[config.mk]
export PLATFORM = sky130hd
export DESIGN_NAME = lru_keyed_cache
export DESIGN_NICKNAME = d
export VERILOG_FILES = /design/src/hdl/lkc_pkg.sv /design/src/hdl/lkc_store.sv /design/src/hdl/lru_keyed_cache.sv
export SDC_FILE = /design/constraint.sdc
export NUM_CORES = 2
export LEC_CHECK = 0
export BUFFER_PORTS_ARGS = -buffer_cell sky130_fd_sc_hd__buf_2
export CAP_MARGIN = 20
export CELL_PAD_IN_SITES_DETAIL_PLACEMENT = 1
export CELL_PAD_IN_SITES_GLOBAL_PLACEMENT = 2
export CORE_MARGIN = 2
export CORE_UTILIZATION = 50
export CTS_BUF_LIST = sky130_fd_sc_hd__clkbuf_4
export DETAILED_ROUTE_END_ITERATION = 10
export PLACE_DENSITY = 0.93
export SETUP_SLACK_MARGIN = 0.05
export SYNTH_ARGS = -nofsm -noshare
export SYNTH_HDL_FRONTEND = slang
export SYNTH_SLANG_ARGS = --single-unit
export TNS_END_PERCENT = 20
[constraint.sdc]
create_clock -name clk -period 34.5 [get_ports clk]
set_input_delay 0 -clock clk [delete_from_list [all_inputs] [get_ports clk]]
set_output_delay 0 -clock clk [all_outputs]
set_load 0.05 [all_outputs]
[src/hdl/lkc_pkg.sv]
// lkc_pkg: shared constants, opcodes and state encodings for the lru keyed cache
// used by lkc_store and lru_keyed_cache
package lkc_pkg;
  localparam int MaxEntries = 16;
  localparam int KeyBits    = 64;
  localparam int ValueBits  = 32;
  localparam int SlotBits   = $clog2(MaxEntries);
  localparam int CountBits  = $clog2(MaxEntries + 1);
  localparam int CapBits    = 5;
  localparam int OutBits    = 32;

  typedef logic [SlotBits-1:0]  slot_t;
  typedef logic [CountBits-1:0] count_t;

  typedef enum logic [1:0] {
    OP_FIND   = 2'd0,
    OP_INSERT = 2'd1,
    OP_ERASE  = 2'd2,
    OP_CLEAR  = 2'd3
  } op_t;

  typedef enum logic [2:0] {
    ST_IDLE,
    ST_READ,
    ST_EMIT,
    ST_DRAIN_RD,
    ST_DRAIN_OUT,
    ST_OUT
  } state_t;
endpackage

[src/hdl/lkc_store.sv]
// lkc_store: value memory, one synchronous write port and one registered read
// depends on lkc_pkg
module lkc_store (
  input  logic                         clk,
  input  logic                         wr_en,
  input  lkc_pkg::slot_t               wr_addr,
  input  logic [lkc_pkg::ValueBits-1:0] wr_data,
  input  logic                         rd_en,
  input  lkc_pkg::slot_t               rd_addr,
  output logic [lkc_pkg::ValueBits-1:0] rd_data
);
  import lkc_pkg::*;

  logic [ValueBits-1:0] mem [MaxEntries];

  // write port and registered read port, read data held between reads
  always_ff @(posedge clk) begin
    if (wr_en) begin
      mem[wr_addr] <= wr_data;
    end
    if (rd_en) begin
      rd_data <= mem[rd_addr];
    end
  end
endmodule

[src/hdl/lru_keyed_cache.sv]
// lru_keyed_cache: fully associative key/value cache with lru replacement
// find/insert/erase: match and memory read in ST_READ, emit in ST_EMIT, result valid in ST_OUT
// a new request is accepted once the result is taken and the cache is back in ST_IDLE
// clear of n > 0 entries gives n results, each read in ST_DRAIN_RD (one value memory read port)
// synchronous reset empties the cache and sets capacity_limit to 16
// depends on lkc_pkg, lkc_store
module lru_keyed_cache (
  input  logic                          clk,
  input  logic                          rst,
  input  logic                          cfg_valid,
  output logic                          cfg_ready,
  input  logic [lkc_pkg::CapBits-1:0]   cfg_data,
  input  logic                          in_valid,
  output logic                          in_ready,
  input  logic [1:0]                    opcode,
  input  logic [63:0]                   lookup_key,
  input  logic [31:0]                   entry_value,
  output logic                          out_valid,
  input  logic                          out_ready,
  output logic                          value_valid,
  output logic [31:0]                   value_out,
  output logic [4:0]                    occupancy,
  output logic                          last_result
);
  import lkc_pkg::*;

  state_t state, state_next;

  logic [CapBits-1:0]  capacity_limit;
  logic [KeyBits-1:0]  keys [MaxEntries];
  logic [MaxEntries-1:0] valid;
  slot_t               rank [MaxEntries];
  count_t              count;

  op_t                 op;
  logic [KeyBits-1:0]  key;
  logic [ValueBits-1:0] val;
  count_t              drain_n;
  count_t              drain_r;

  // result register
  logic                res_vv;
  logic [ValueBits-1:0] res_val;
  logic                res_use_mem;
  count_t              res_occ;
  logic                res_last;

  // value memory
  logic                 mem_we;
  slot_t                mem_wa;
  logic [ValueBits-1:0] mem_wd;
  logic                 mem_re;
  slot_t                mem_ra;
  logic [ValueBits-1:0] mem_rd;

  lkc_store u_store (
    .clk(clk), .wr_en(mem_we), .wr_addr(mem_wa), .wr_data(mem_wd),
    .rd_en(mem_re), .rd_addr(mem_ra), .rd_data(mem_rd)
  );

  // capacity clamp, key match, rank searches, free slot
  count_t cap;
  logic   hit;
  slot_t  hit_slot;
  logic   lru_found;
  slot_t  lru_slot;
  logic   free_found;
  slot_t  free_slot;
  slot_t  rank_slot;
  logic   full_evict;

  always_comb begin
    cap = (capacity_limit > CapBits'(MaxEntries)) ? count_t'(MaxEntries)
                                                  : count_t'(capacity_limit);
    hit = 1'b0; hit_slot = '0;
    lru_found = 1'b0; lru_slot = '0;
    free_found = 1'b0; free_slot = '0;
    rank_slot = '0;
    for (int i = MaxEntries - 1; i >= 0; i--) begin
      if (valid[i] && keys[i] == key) begin
        hit = 1'b1; hit_slot = slot_t'(i);
      end
      if (valid[i] && count_t'(rank[i]) == count - count_t'(1)) begin
        lru_found = 1'b1; lru_slot = slot_t'(i);
      end
      if (valid[i] && count_t'(rank[i]) == drain_r) begin
        rank_slot = slot_t'(i);
      end
    end
    full_evict = (count >= cap) && (count != '0) && lru_found;
    for (int i = MaxEntries - 1; i >= 0; i--) begin
      if (!valid[i] || (full_evict && slot_t'(i) == lru_slot)) begin
        free_found = 1'b1; free_slot = slot_t'(i);
      end
    end
  end

  assign cfg_ready = (state == ST_IDLE);
  assign in_ready  = (state == ST_IDLE);

  // next state
  always_comb begin
    state_next = state;
    case (state)
      ST_IDLE:      if (in_valid) state_next = ST_READ;
      ST_READ: begin
        if (op == OP_CLEAR && count != '0) state_next = ST_DRAIN_RD;
        else state_next = ST_EMIT;
      end
      ST_EMIT:      state_next = ST_OUT;
      ST_DRAIN_RD:  state_next = ST_DRAIN_OUT;
      ST_DRAIN_OUT: if (out_ready) begin
        state_next = (drain_r == drain_n) ? ST_IDLE : ST_DRAIN_RD;
      end
      ST_OUT:       if (out_ready) state_next = ST_IDLE;
      default:      state_next = ST_IDLE;
    endcase
  end

  // memory port control: read the slot touched in ST_READ or the drained rank in ST_DRAIN_RD, write on insert
  always_comb begin
    mem_we = 1'b0;
    mem_wa = '0;
    mem_wd = val;
    mem_re = (state == ST_READ) || (state == ST_DRAIN_RD);
    mem_ra = rank_slot;
    if (state == ST_READ) begin
      mem_ra = (op == OP_INSERT) ? lru_slot : hit_slot;
      if (op == OP_INSERT && cap != '0) begin
        if (hit) begin
          mem_we = 1'b1; mem_wa = hit_slot;
        end else if (free_found) begin
          mem_we = 1'b1; mem_wa = free_slot;
        end
      end
    end
  end

  // outputs
  assign out_valid   = (state == ST_OUT) || (state == ST_DRAIN_OUT);
  assign value_valid = res_vv;
  assign value_out   = !res_vv ? '0 : (res_use_mem ? OutBits'(mem_rd) : OutBits'(res_val));
  assign occupancy   = 5'(res_occ);
  assign last_result = res_last;

  always_ff @(posedge clk) begin
    if (rst) begin
      state <= ST_IDLE;
      capacity_limit <= CapBits'(MaxEntries);
      valid <= '0;
      count <= '0;
      drain_r <= '0;
      res_vv <= 1'b0;
      for (int i = 0; i < MaxEntries; i++) rank[i] <= '0;
    end else begin
      state <= state_next;
      if (cfg_valid && cfg_ready) capacity_limit <= cfg_data;
      if (state == ST_IDLE && in_valid) begin
        op  <= op_t'(opcode);
        key <= KeyBits'(lookup_key);
        val <= ValueBits'(entry_value);
      end
      // state update happens in ST_READ; value read completes next cycle
      if (state == ST_READ) begin
        res_use_mem <= 1'b0;
        res_val <= val;
        res_last <= 1'b1;
        res_vv <= 1'b0;
        res_occ <= count;
        case (op)
          OP_FIND: if (cap != '0 && hit) begin
            res_vv <= 1'b1; res_use_mem <= 1'b1;
            for (int i = 0; i < MaxEntries; i++)
              if (valid[i] && rank[i] < rank[hit_slot]) rank[i] <= rank[i] + slot_t'(1);
            rank[hit_slot] <= '0;
          end
          OP_INSERT: begin
            if (cap == '0) begin
              res_vv <= 1'b1;
            end else if (hit) begin
              for (int i = 0; i < MaxEntries; i++)
                if (valid[i] && rank[i] < rank[hit_slot]) rank[i] <= rank[i] + slot_t'(1);
              rank[hit_slot] <= '0;
            end else begin
              // evicted lru has top rank, so all other ranks simply shift up
              for (int i = 0; i < MaxEntries; i++)
                if (valid[i]) rank[i] <= rank[i] + slot_t'(1);
              if (full_evict) begin
                res_vv <= 1'b1; res_use_mem <= 1'b1;
                valid[lru_slot] <= 1'b0;
              end
              if (free_found) begin
                valid[free_slot] <= 1'b1;
                rank[free_slot] <= '0;
                keys[free_slot] <= key;
              end
              res_occ <= count - count_t'(full_evict) + count_t'(free_found);
              count   <= count - count_t'(full_evict) + count_t'(free_found);
            end
          end
          OP_ERASE: if (hit) begin
            res_vv <= 1'b1; res_use_mem <= 1'b1;
            valid[hit_slot] <= 1'b0;
            for (int i = 0; i < MaxEntries; i++)
              if (valid[i] && rank[i] > rank[hit_slot]) rank[i] <= rank[i] - slot_t'(1);
            res_occ <= count - count_t'(1);
            count   <= count - count_t'(1);
          end
          OP_CLEAR: begin
            res_occ <= '0;
            drain_n <= count;
            drain_r <= '0;
          end
          default: ;
        endcase
      end
      // clear drain: look up slot of current rank, read its value
      if (state == ST_DRAIN_RD) begin
        res_vv <= 1'b1;
        res_use_mem <= 1'b1;
        res_occ <= '0;
        res_last <= (drain_r + count_t'(1) == drain_n);
        drain_r <= drain_r + count_t'(1);
      end
      if (state == ST_DRAIN_OUT && out_ready && drain_r == drain_n) begin
        valid <= '0;
        count <= '0;
        for (int i = 0; i < MaxEntries; i++) rank[i] <= '0;
      end
    end
  end

  // value_out must stay steady while a result waits in ST_OUT
  assert property (@(posedge clk) disable iff (rst)
    (state == ST_OUT && !out_ready) |=> $stable(value_out))
    else $error("result changed while stalled");
  assert property (@(posedge clk) disable iff (rst)
    count <= count_t'(MaxEntries))
    else $error("occupancy overflow");
  assert property (@(posedge clk) disable iff (rst)
    (state == ST_IDLE) |-> ($countones(valid) == int'(count)))
    else $error("valid bits disagree with count");
endmodule
==> impl_metrics.yaml <==
run_status:
  outcome: "finished, final reports clean"
drt:
  viasPerCell: 6.698
  wirelength_um: 368300
  post_drt_wl_per_cell_um: 34.89
  first_pass_iters: 7
  first_iter_violations: 9033
  vias: 70710
  final_antenna_net_count: 0
  drc: 0
die:
  rows: 154
  io_pins: 150
  start_util_pct: 50.44
  coreArea_um2: 176700
  die_area_um2: 181700
  die_y_um: 426.2
  die_x_um: 426.2
timing:
  worst_pin_slew_ps: 1256
  layout_setup_ws_ps: 24370
  max_slew_margin_pct: 16.26
  finalCritPeriodShare_pct: 29.36
  drv_slew: 0
  finClkSkew_ps: 205.7
  fmax_mhz: 98.72
  min_period_ps: 10130
  setup_viol: 0
  tns_ps: 0
  hold_viol: 0
  rsz0062_at_grt: "false"
worst_setup_path:
  r2r_cells: 27
  worstSetupPathType: "flip-flop to flip-flop"
  worstPathArrival_ps: 11510
  startpoint_type: "flip-flop"
  critPathMaxStageDelay_ps: 930
  worstPathMaxFanout: 38
  crit_required_ps: 35880
  cp-end-kind: "flip-flop"
  cp_slowest_cell: "a2111oi_0"
  cp_common_cell: "buf_4"
clock_tree:
  clk_pin_slew_ps: 140
  cts_tree: "yes"
  clk_latency_ps: 1650
  cts_resized: 0
  cts-root-buf: "clkbuf_4"
  clk_path_buf_depth: 4
  post-cts-setup-buffer-count: 0
  cts.sinks: 1809
  cts_hold_buf: 322
  h-tree-depth: 5
  numCtsBuffers: 470
power:
  irDropWorstVdd_uv: 63.69
  power_density_nw_per_um2: 49.06
  p_leak_uw: 0.03492
placement:
  gp_congestion: 1.005
  place.port_buffers: 149
  pre_cts_slack_ps: 24790
  place_hpwl_um: 220500
yosys:
  yosysSeqAreaShare_pct: 59.83
  synth_top_area_cell: "edfxtp_1"
  synth-edff-count: 1710
  synth_seq_cells: 1809
  synthTopCellsByCount: "edfxtp_1 (1710), xnor2_1 (538), nand2b_1 (471)"
  synthTopCellsByArea: "edfxtp_1 (58%), xnor2_1 (5.3%), nand2b_1 (3.3%)"
  synthCells: 7056
  synth_area_per_cell_um2: 12.63
  netlist_area_um2: 89130
  syn-num-nets: 7288
  synth_most_common_cell: "edfxtp_1"
  ys_types: 117
  yosysTopAreaCellShare_pct: 57.61
  yosys_most_used_dff: "edfxtp_1"
  synthArstFlopShare_pct: 0
  synth_warnings: 0
global_routing:
  grt_max_degree: 144
  first_global_vias: 73900
  grt_pass1_wl_um: 523900
  grt_overflow_total: 0
  antenna_found_initial: 19
  grt_usage_pct: 40.07
cells_and_area:
  multi_input_area_um2: 33780
  drive_gt1_share_pct: 15.14
  syn2layout_area_growth_pct: 14.54
  fin_nets: 8095
  num-fill-cells: 17820
  register_area_um2: 53330
hold_path:
  hold_depth: 5
  hold_path.class: "input pin to flip-flop"
job:
  cap_violations: 0
-- cell type report --
| type | count | share of cell area, % |
|---|---|---|
| timing repair buffer | 686 | 5.495 |
| sequential | 1809 | 52.24 |
| clock buffer | 673 | 4.949 |
| clock inverter | 133 | 0.6753 |
| inverter | 173 | 0.6361 |
| tap | 2340 | 2.868 |
| antenna | 20 | 0.04902 |
| multi-input combinational | 4723 | 33.09 |
-- final timing paths --
path,start,to,slack [ps]
worst max register to register,key[8],rank[8][3],24370
worst min register to register,key[29],keys[12][29],560
worst max-delay path,key[8],rank[8][3],24370
worst min-delay path,rst,drain_r[4],150
-- per-stage QoR --
step	hold WS (ps)	utilization, %	instance area, um2	total power, uW	std cells
6_report	148.9	57.78	102100	5009	10560
3_3_place_gp	176.1	52.66	93050	3030	9406
4_1_cts	63.49	57.74	102000	4919	10540
2_1_floorplan	98.87	-	89130	2850	7056
5_1_grt	226.4	57.76	102100	5133	10540
3_5_place_dp	178.4	52.67	93060	3052	9407
-- power by group --
part | leakage [uW] | total [uW] | switching [uW] | internal [uW]
Combinational | 0.0153 | 598 | 394 | 204
Sequential | 0.0162 | 2470 | 42.5 | 2430
Clock | 0.00344 | 1940 | 1000 | 935
-- cell families after synthesis --
group | count (synthesis) | synth area share [%]
buffers and inverters | 524 | 2.719
xor gates and xnor gates | 870 | 8.650
DFF | 1809 | 59.83
and+or+nand+nor | 2467 | 15.77
adders and majority gates | 124 | 1.808
AOI/OAI and AO/OA | 993 | 8.135
muxes | 269 | 3.080
-- cells in the final DEF (no fill, tap or decap), types with 34 or more instances in the layout --
cell type / count
a2111o_1: 36
a211oi_1: 38
a21oi_1: 134
a222oi_1: 39
a22o_1: 39
a22oi_1: 79
and3_1: 64
buf_2: 150
buf_4: 210
clkbuf_4: 674
clkinv_1: 106
dfxtp_1: 99
dlygate4sd3_1: 322
edfxtp_1: 1710
ha_1: 115
inv_1: 166
mux2_2: 40
mux2i_1: 227
nand2_1: 305
nand2b_1: 470
nand3_1: 156
nand4_1: 351
nor2_1: 291
nor2_4: 34
nor2b_1: 158
nor3_1: 128
nor4_1: 199
o2111ai_1: 76
o21ai_0: 148
o22ai_1: 98
o31a_1: 34
or3_1: 37
or4_1: 52
xnor2_1: 538
xor2_1: 325
-- state kept, by name, indices dropped and copies added, names as in the netlist, 3 cells and up --
register / cells
res_val: 32
rank: 64
drain_r: 5
occupancy: 5
u_store.mem: 512
capacity_limit: 5
count: 5
valid: 16
drain_n: 5
key: 64
u_store.rd_data: 32
state: 3
mem_wd: 32
keys: 1024
-- critical path, delay by kind of cell, from the launching register on --
kind | cells | cell delay, ps
XOR/XNOR | 1 | 260
flip-flops | 1 | 620
adder cells (fa/ha/maj) | 1 | 380
AO/OA/AOI/OAI | 12 | 4310
AND/OR/NAND/NOR | 9 | 2910
buffers and inverters | 3 | 1240
multiplexers | 1 | 100
-- per-layer routing --
metal	track usage [%]	vias to the layer above	routed length, um
met4	26.69	10	27680
li1	-	28770	-
met3	9.380	1413	39080
met2	64.63	5022	170800
met5	0	-	92
met1	47.99	35490	130700
Note: power is estimated with default switching activity, not from simulation.
